### config.mk
export PLATFORM = sky130hd
export DESIGN_NAME = integer_set_table
export DESIGN_NICKNAME = d
export VERILOG_FILES = /design/src/rtl/ist_pkg.sv /design/src/rtl/ist_cell.sv /design/src/rtl/integer_set_table.sv
export SDC_FILE = /design/constraint.sdc
export NUM_CORES = 1
export LEC_CHECK = 0
export ABC_AREA = 1
export BUFFER_PORTS_ARGS = -buffer_cell sky130_fd_sc_hd__buf_2
export CAP_MARGIN = 0
export CORE_ASPECT_RATIO = 1.2
export CORE_MARGIN = 5
export CORE_UTILIZATION = 50
export CTS_CLUSTER_DIAMETER = 200
export DETAILED_ROUTE_END_ITERATION = 10
export PLACE_DENSITY_LB_ADDON = 0.3
export SLEW_MARGIN = 20
export SYNTH_ARGS = -nofsm -noshare
export SYNTH_HDL_FRONTEND = slang
export SYNTH_HIERARCHICAL = 1
export SYNTH_SLANG_ARGS = --single-unit
### constraint.sdc
create_clock -name clk -period 8.1 [get_ports clk]
set_input_delay 2.43 -clock clk [delete_from_list [all_inputs] [get_ports clk]]
set_output_delay 2.43 -clock clk [all_outputs]
set_load 0.02 [all_outputs]
### src/rtl/ist_pkg.sv
// Shared types and codes for integer_set_table.
// No dependencies.
`default_nettype none
package ist_pkg;

    localparam int VALUE_W = 32;
    localparam int COUNT_W = 5;

    localparam logic [1:0] OP_ADD    = 2'd0;
    localparam logic [1:0] OP_REMOVE = 2'd1;
    localparam logic [1:0] OP_TEST   = 2'd2;

    typedef enum logic [1:0] {
        ST_IDLE,
        ST_CMP,
        ST_UPD
    } state_t;

    typedef struct packed {
        logic cmp;
        logic shift;
        logic append;
    } cell_ctrl_t;

endpackage
`default_nettype wire

### src/rtl/ist_cell.sv
// One table slot: holds an entry, compares it to the key, shifts down on remove.
// Depends on ist_pkg.
`default_nettype none
module ist_cell (
    input  wire logic                                 clk,
    input  wire logic                                 rst_n,
    input  wire ist_pkg::cell_ctrl_t                  ctrl,
    input  wire logic signed [ist_pkg::VALUE_W-1:0]   key,
    input  wire logic                                 in_range,
    input  wire logic                                 tail,
    input  wire logic signed [ist_pkg::VALUE_W-1:0]   up_entry,
    input  wire logic                                 carry_in,
    output logic                                      carry_out,
    output logic                                      hit,
    output logic signed [ist_pkg::VALUE_W-1:0]        entry
);

    logic signed [ist_pkg::VALUE_W-1:0] entry_reg;
    logic                               hit_reg;

    assign carry_out = carry_in | hit_reg;
    assign hit       = hit_reg;
    assign entry     = entry_reg;

    always_ff @(posedge clk)
    begin
        if (ctrl.append && tail)
        begin
            entry_reg <= key;
        end
        else if (ctrl.shift && carry_out)
        begin
            entry_reg <= up_entry;
        end
    end

    always_ff @(posedge clk or negedge rst_n)
    begin
        if (!rst_n)
        begin
            hit_reg <= 1'b0;
        end
        else if (ctrl.cmp)
        begin
            hit_reg <= in_range && (entry_reg == key);
        end
    end

endmodule
`default_nettype wire

### src/rtl/integer_set_table.sv
// Top level of integer_set_table: control FSM, count and a row of ist_cell slots.
// Depends on ist_pkg and ist_cell.
//
//  channel  | signals                                   | handshake
//  ---------+-------------------------------------------+------------------------
//  command  | opcode, value                             | start high, busy low
//  result   | was_present, changed, full_reject, count  | done, one cycle, no stall
//
// One beat runs latch, compare in every slot, then update.
// The result shows on the cycle after the update; busy is low then, so the
// next command may start in that same cycle.
// Reset clears the count and FSM; entries are never cleared.
`default_nettype none
module integer_set_table #(
    parameter int DEPTH = 16
) (
    input  wire logic                                 clk,
    input  wire logic                                 rst_n,
    input  wire logic                                 start,
    output logic                                      busy,
    input  wire logic [1:0]                           opcode,
    input  wire logic signed [ist_pkg::VALUE_W-1:0]   value,
    output logic                                      done,
    output logic                                      was_present,
    output logic                                      changed,
    output logic                                      full_reject,
    output logic [ist_pkg::COUNT_W-1:0]               count
);

    localparam int CW = $clog2(DEPTH + 1);

    ist_pkg::state_t                    state_reg, state_next;
    logic [1:0]                         op_reg;
    logic signed [ist_pkg::VALUE_W-1:0] key_reg;
    logic [CW-1:0]                      count_reg, count_next;
    logic                               done_reg;
    logic                               present_reg, changed_reg, reject_reg;
    logic                               present, full;
    logic                               do_append, do_remove;
    ist_pkg::cell_ctrl_t                ctrl;

    logic [DEPTH-1:0]                   hit_vec;
    logic [DEPTH:0]                     carry;
    logic signed [ist_pkg::VALUE_W-1:0] entry_vec [DEPTH];

    assign present = |hit_vec;
    assign full    = (count_reg == CW'(DEPTH));
    assign carry[0] = 1'b0;

    generate
        for (genvar i = 0; i < DEPTH; i++)
        begin : g_cell
            logic signed [ist_pkg::VALUE_W-1:0] up_entry;
            if (i == DEPTH - 1)
            begin : g_last
                assign up_entry = entry_vec[i];
            end
            else
            begin : g_mid
                assign up_entry = entry_vec[i+1];
            end

            ist_cell u_cell (
                .clk       (clk),
                .rst_n     (rst_n),
                .ctrl      (ctrl),
                .key       (key_reg),
                .in_range  (CW'(i) < count_reg),
                .tail      (CW'(i) == count_reg),
                .up_entry  (up_entry),
                .carry_in  (carry[i]),
                .carry_out (carry[i+1]),
                .hit       (hit_vec[i]),
                .entry     (entry_vec[i])
            );
        end
    endgenerate

    always_comb
    begin
        state_next  = state_reg;
        ctrl        = '0;
        do_append   = 1'b0;
        do_remove   = 1'b0;
        count_next  = count_reg;
        case (state_reg)
            ist_pkg::ST_IDLE:
            begin
                if (start)
                begin
                    state_next = ist_pkg::ST_CMP;
                end
            end
            ist_pkg::ST_CMP:
            begin
                ctrl.cmp   = 1'b1;
                state_next = ist_pkg::ST_UPD;
            end
            ist_pkg::ST_UPD:
            begin
                do_append   = (op_reg == ist_pkg::OP_ADD) && !present && !full;
                do_remove   = (op_reg == ist_pkg::OP_REMOVE) && present;
                ctrl.append = do_append;
                ctrl.shift  = do_remove;
                if (do_append)
                begin
                    count_next = count_reg + CW'(1);
                end
                else if (do_remove)
                begin
                    count_next = count_reg - CW'(1);
                end
                state_next = ist_pkg::ST_IDLE;
            end
            default:
            begin
                state_next = ist_pkg::ST_IDLE;
            end
        endcase
    end

    always_ff @(posedge clk or negedge rst_n)
    begin
        if (!rst_n)
        begin
            state_reg <= ist_pkg::ST_IDLE;
            count_reg <= '0;
            done_reg  <= 1'b0;
        end
        else
        begin
            state_reg <= state_next;
            count_reg <= count_next;
            done_reg  <= (state_reg == ist_pkg::ST_UPD);
        end
    end

    always_ff @(posedge clk)
    begin
        if (state_reg == ist_pkg::ST_IDLE && start)
        begin
            op_reg  <= opcode;
            key_reg <= value;
        end
        if (state_reg == ist_pkg::ST_UPD)
        begin
            present_reg <= present;
            changed_reg <= do_append || do_remove;
            reject_reg  <= (op_reg == ist_pkg::OP_ADD) && !present && full;
        end
    end

    assign busy        = (state_reg != ist_pkg::ST_IDLE);
    assign done        = done_reg;
    assign was_present = present_reg;
    assign changed     = changed_reg;
    assign full_reject = reject_reg;

    generate
        if (CW >= ist_pkg::COUNT_W)
        begin : g_cnt_trunc
            assign count = count_reg[ist_pkg::COUNT_W-1:0];
        end
        else
        begin : g_cnt_ext
            assign count = {{(ist_pkg::COUNT_W - CW){1'b0}}, count_reg};
        end
    endgenerate

`ifndef SYNTHESIS
    a_single_hit: assert property (@(posedge clk) disable iff (!rst_n)
        state_reg == ist_pkg::ST_UPD |-> $onehot0(hit_vec))
        else $error("more than one slot matched the key");

    a_count_bound: assert property (@(posedge clk) disable iff (!rst_n)
        count_reg <= CW'(DEPTH))
        else $error("count above table depth");

    a_done_after_upd: assert property (@(posedge clk) disable iff (!rst_n)
        state_reg == ist_pkg::ST_UPD |=> done_reg && !busy)
        else $error("result not shown after update");

    a_reject_no_change: assert property (@(posedge clk) disable iff (!rst_n)
        done_reg && reject_reg |-> !changed_reg && !present_reg)
        else $error("rejected add reported a change");
`endif

endmodule
`default_nettype wire
[After elaboration in Yosys (flattened, before gate mapping)]
Index checks and enable logic that the tools add are counted.
Storage, ports and cells
  bits in registers: 573
  logic and storage cells: 223
Cells by class
  add/sub/neg operators: 2
  order comparisons: 16
  equal/unequal tests: 36
  muxes and demuxes: 38
  bitwise logic cells: 14
  reduce and logical (&&, ||, !) cells: 77
Operator list (count)
  2-to-1 mux 32 bit: 30
  == test 32 bit: 16
  logical AND 1 bit: 52
  == test 4 x 5 -> 1 bit (first input constant): 8
  < comparator 4 x 5 -> 1 bit (first input constant): 8
  nonzero test 2 bit: 17
  == test 3 x 5 -> 1 bit (first input constant): 4
  < comparator 3 x 5 -> 1 bit (first input constant): 4
  OR reduction 16 bit: 1
  bitwise OR 1 bit: 14
  == test 2 x 5 -> 1 bit (first input constant): 2
  < comparator 1 x 5 -> 1 bit (first input constant): 2
  < comparator 2 x 5 -> 1 bit (first input constant): 2
  2-to-1 mux 5 bit: 2
  adder 5 x 1 -> 5 bit (second input constant): 1
  == test 1 x 5 -> 1 bit (first input constant): 1
  == test 5 bit (second input constant): 1
  zero test 5 bit: 1
  subtractor 5 x 1 -> 5 bit (second input constant): 1
  == test 2 x 1 -> 1 bit (second input constant): 2
  zero test 2 bit: 2
  2-to-1 mux 2 bit: 2
  case mux 2 bit (2 select lines): 1
  2-to-1 mux 1 bit: 3
  other kinds (5): 6

[Longest topological paths before layout]
  depth after elaboration: 17
  gate-level depth with buffers: 18
  mapped depth without buffers: 18

[By module]
The synthesis kept the hierarchy.
By module, submodules not included
  ist_cell: instances 16, cells an instance 221, area each 1961.9 um2, seq. area each 985.9 um2
  integer_set_table: instances 1, cells an instance 187, area each 2072.0 um2, seq. area each 1311.3 um2

[Worst setup path before layout]
No wires, ideal clock.
  kind: register to register
  start point: register g_cell[0].u_cell.hit_reg
  end point: register g_cell[15].u_cell.entry_reg, in the netlist g_cell[15].u_cell/entry[0], enable pin
  setup time: 0.478 ns
  arrival time: 5.376 ns
  required time: 7.622 ns
  path slack: 2.246 ns
  stages on the path, launching flop included: 19
  buffers on the path: 0
  clock period less this slack: 5.854 ns
  path through: dfrtp_1 -> or2_2 -> or2_2 -> or2_2 -> or2_2 -> or2_2 -> or2_2 -> or2_2 -> or2_2 -> or2_2 -> or2_2 -> or2_2 -> or2_2 -> or2_2 -> or2_2 -> or2_2 -> or2_2 -> nand2_1 -> nand2_1
On the way
  cells in the longest elaborated chain, start to end: 6
RTL lines
  start: declaration: line ist_cell.sv:19  | logic hit_reg;
  start signal: assignment: line ist_cell.sv:45  | hit_reg <= in_range && (entry_reg == key);
  OR reduction 16 bit: line integer_set_table.sv:46  | assign present = |hit_vec;
  zero test 1 bit: line integer_set_table.sv:101  | do_append = (op_reg == ist_pkg::OP_ADD) && !present && !full;
  logical AND 1 bit (2 in series): line integer_set_table.sv:101
  2-to-1 mux 2 bit: line integer_set_table.sv:86  | case (state_reg)
  logical AND 1 bit: line ist_cell.sv:27  | if (ctrl.append && tail)
  end signal: assignment: line ist_cell.sv:29  | entry_reg <= key;
  end signal: assignment: line ist_cell.sv:33  | entry_reg <= up_entry;
  end: declaration: line ist_cell.sv:18  | logic signed [ist_pkg::VALUE_W-1:0] entry_reg;
No other way between the ends.
A chain may end at the register's enable or synchronous reset.

[Worst setup path in the final report]
  start point: register g_cell[0].u_cell.hit_reg
  end point: register g_cell[15].u_cell.entry_reg, in the netlist g_cell[15].u_cell/entry[13], enable pin
The elaborated chain is that of the path after synthesis.

==> impl_metrics.env <==
export IMPL_run_status="finished, final reports clean"
export IMPL_cpLargestDelayFamily="simple AND/OR/NAND/NOR gates"
export IMPL_worst_pin_slew_ps=1070
export IMPL_busiest_layer="met2"
export IMPL_drv_cap=0
export IMPL_syn_inst=3723
export IMPL_async_flop_share_pct=4.19
export IMPL_clkSinkCount=573
export IMPL_ctsResizeCount=0
export IMPL_cpPeakStageDelay_ps=380
export IMPL_synthAdderAreaFrac_pct=0.187
export IMPL_layout_drive_gt1_share_pct=13.6
export IMPL_num_rows=104
export IMPL_postSynthNetCount=3765
export IMPL_drc=0
export IMPL_r2r_start="g_cell[0].u_cell/hit"
export IMPL_grt_start_max_net_pins=53
export IMPL_grt_pass1_vias=22100
export IMPL_path_buf_inv=1
export IMPL_r2r_end="g_cell[15].u_cell/entry[13]"
export IMPL_path_common_cell="or2_2"
export IMPL_setup_ws_ps=2300
export IMPL_clkTransAtPathRegs_ps=60
export IMPL_nFillCells=5934
export IMPL_grt_usage_pct=18.5
export IMPL_antenna_found_initial=0
export IMPL_area_delta_synth_final_pct=9.79
export IMPL_crit_slowest_cell="dfrtp_1"
export IMPL_critPathRequiredTime_ps=8420
export IMPL_slew_viol_final=0
export IMPL_grt_util_met1_pct=21.8
export IMPL_worstHoldStart="state_reg[1]"
export IMPL_drt_iter0_markers=1227
export IMPL_synth_top_family_by_area="simple AND/OR/NAND/NOR gates"
export IMPL_cp_arrival_ps=6120
export IMPL_seq_area_frac_synth_pct=51.1
export IMPL_hold_end="state_reg[1]"
export IMPL_cts_tree="done"
export IMPL_yosys_area_share_simple_pct=20.8
export IMPL_n_antenna_cell=0
export IMPL_h_tree_depth=2
export IMPL_yosys_warnings=6
export IMPL_place_inst=4648
export IMPL_synth_compound_gate_area_share_pct=5.47
export IMPL_holdBufCountCts=0
export IMPL_met3_usage_pct=2.43
export IMPL_cts_path_max_buffers=3
export IMPL_totalWireLength_microns=67200
export IMPL_endpoint_kind="register"
export IMPL_avgSynthCellArea_sq_um=8.99
export IMPL_fin_tns_setup_ps=0
export IMPL_ir_drop_mv=0.165
export IMPL_final_cell_mix="1,188 x nand2_1, 589 x inv_1, 549 x edfxtp_1"
export IMPL_min_path_cells=1
export IMPL_ys_flop_type="edfxtp_1"
export IMPL_cp_max_fo=32
export IMPL_routedWlPerCell_microns=14.1
export IMPL_nets=3854
export IMPL_fin_crit_sh_pct=71.6
export IMPL_gp_congestion=0.811
export IMPL_synth_cell_types=33
export IMPL_cp_start_kind="register"
export IMPL_max_slew_margin_pct=28.5
export IMPL_synthMuxAreaShare_pct=8.97
export IMPL_finalNonFillerCells=4760
export IMPL_clock_latency_ps=620
export IMPL_ff2ff_path_depth=19
export IMPL_grt_pass1_wl_microns=109000
export IMPL_rsz0062_at_grt="no"
export IMPL_fin_util_pct=55.0
export IMPL_synthXorXnorAreaFrac_pct=5.16
export IMPL_critical_path_class="register to register"
export IMPL_overflow=0
export IMPL_syn_area_sq_mm=0.0335
export IMPL_fmax_mhz=173
export IMPL_multi_input_area_sq_mm=0.0136
export IMPL_finalSetupViolCount=0
export IMPL_pin_count=47
export IMPL_cts_buffers=61
export IMPL_yosys_register_bits=573
export IMPL_dieArea_sq_mm=0.0722
export IMPL_power_density_mw_per_mm2=185
export IMPL_use_met2_pct=34.7
export IMPL_worstPathCellList="or2_2 -> or2_2 -> or2_2 -> or2_2 -> or2_2 -> or2_2 -> or2_2 -> or2_2 -> or2_2 -> or2_2 -> or2_2 -> or2_2 -> or2_2 -> or2_2 -> or2_2 -> or2_2 -> nand2_1 -> nand2_1 -> buf_4"
export IMPL_die_h_microns=293
export IMPL_hold_class="register to register"
export IMPL_seqCellArea_sq_mm=0.0171
export IMPL_vias=23000
export IMPL_dp_hpwl_microns=49600
export IMPL_hold_violations=0
export IMPL_cellLeakagePower_nw=16.9
export IMPL_synth_edf_count=549
export IMPL_place_ws_ps=2360
export IMPL_largest_reg_flops=512
export IMPL_skew_ps=20.8
export IMPL_initial_core_util_pct=50.1
export IMPL_period_minus_slack_ps=5800
export IMPL_layout_commonest_cell="nand2_1"
export IMPL_drt_first_pass_iters=5
export IMPL_placement_io_buffers=46
export IMPL_reg2reg_slack_ps=2300
export IMPL_viasPerCell=4.84
export IMPL_hold_worst_slack_ps=486
export IMPL_dieWidth_microns=246
export IMPL_cts_root_buf="clkbuf_16"
export IMPL_core_region_area_sq_mm=0.0668
export IMPL_post_cts_buffers=0
export IMPL_ant_nets=0
cell usage after synthesis, types with 5 or more instances:
library cell	count	area (sq um)
nand2_1	1188	4460
a21oi_1	17	85.1
inv_2	26	97.6
dfrtp_1	24	601
edfxtp_1	549	16500
nor2_1	222	833
o22ai_1	16	100
clkbuf_1	32	120
mux2_2	32	360
nor2_2	36	225
or2_2	16	100
o21ai_1	5	25.0
inv_1	589	2210
xor2_1	37	324
o21ai_0	321	1610
nand2_2	33	206
mux2_4	176	2640
nand3_1	76	380
buf_6	16	180
ha_1	5	62.6
xnor2_1	160	1400
nand4_1	64	400
or2_0	32	200
buf_2	33	165
how the worst max path moves through the flow:
stage / from / end / slack [ps] / cells after the start
floorplan: g_cell[0].u_cell/hit / g_cell[15].u_cell/entry[0] / 2250 / 18
global placement: g_cell[0].u_cell/hit / g_cell[15].u_cell/entry[2] / 2330 / 19
detailed placement: g_cell[0].u_cell/hit / g_cell[15].u_cell/entry[2] / 2360 / 19
CTS: g_cell[0].u_cell/hit / g_cell[15].u_cell/entry[27] / 2300 / 19
global route: g_cell[0].u_cell/hit / g_cell[15].u_cell/entry[27] / 2120 / 19
finish: g_cell[0].u_cell/hit / g_cell[15].u_cell/entry[13] / 2300 / 19
through the flow:
stage	total power [W]	instance area, sq um
after floorplan	0.00396	33500
after global placement	0.00419	34800
after detailed placement	0.00420	34800
after CTS	0.00687	36700
after global routing	0.00711	36700
final	0.00681	36700
area by class of cell:
| cell class | count | area share (%) |
|---|---|---|
| Inverter | 615 | 6.28 |
| Clock inverter | 36 | 0.708 |
| Clock buffer | 74 | 4.40 |
| Timing Repair Buffer | 108 | 2.00 |
| Multi-Input combinational cell | 2453 | 37.0 |
| Sequential cell | 573 | 46.5 |
| Tap cell | 901 | 3.07 |
logic make-up after synthesis:
group / Yosys count
mux: 208
xor+xnor: 197
flops: 573
fa+ha+maj: 5
compound gates: 361
buf+inv: 697
simple gates: 1681
other cells: 1
per-layer routing:
layer	part of all wire, %	vias up
met5	0	-
met4	3.3	0
met3	3.4	116
met2	52	312
met1	41	10500
li1	-	12100
power by group:
group          total, W  leakage (nW)  switching (W)  internal (W)
clock           0.00265         0.935        0.00113       0.00153
combinational  0.000826          10.7       0.000562      0.000264
sequential      0.00333          5.28      0.0000681       0.00326
No activity file was read; power rests on OpenSTA's default activity.
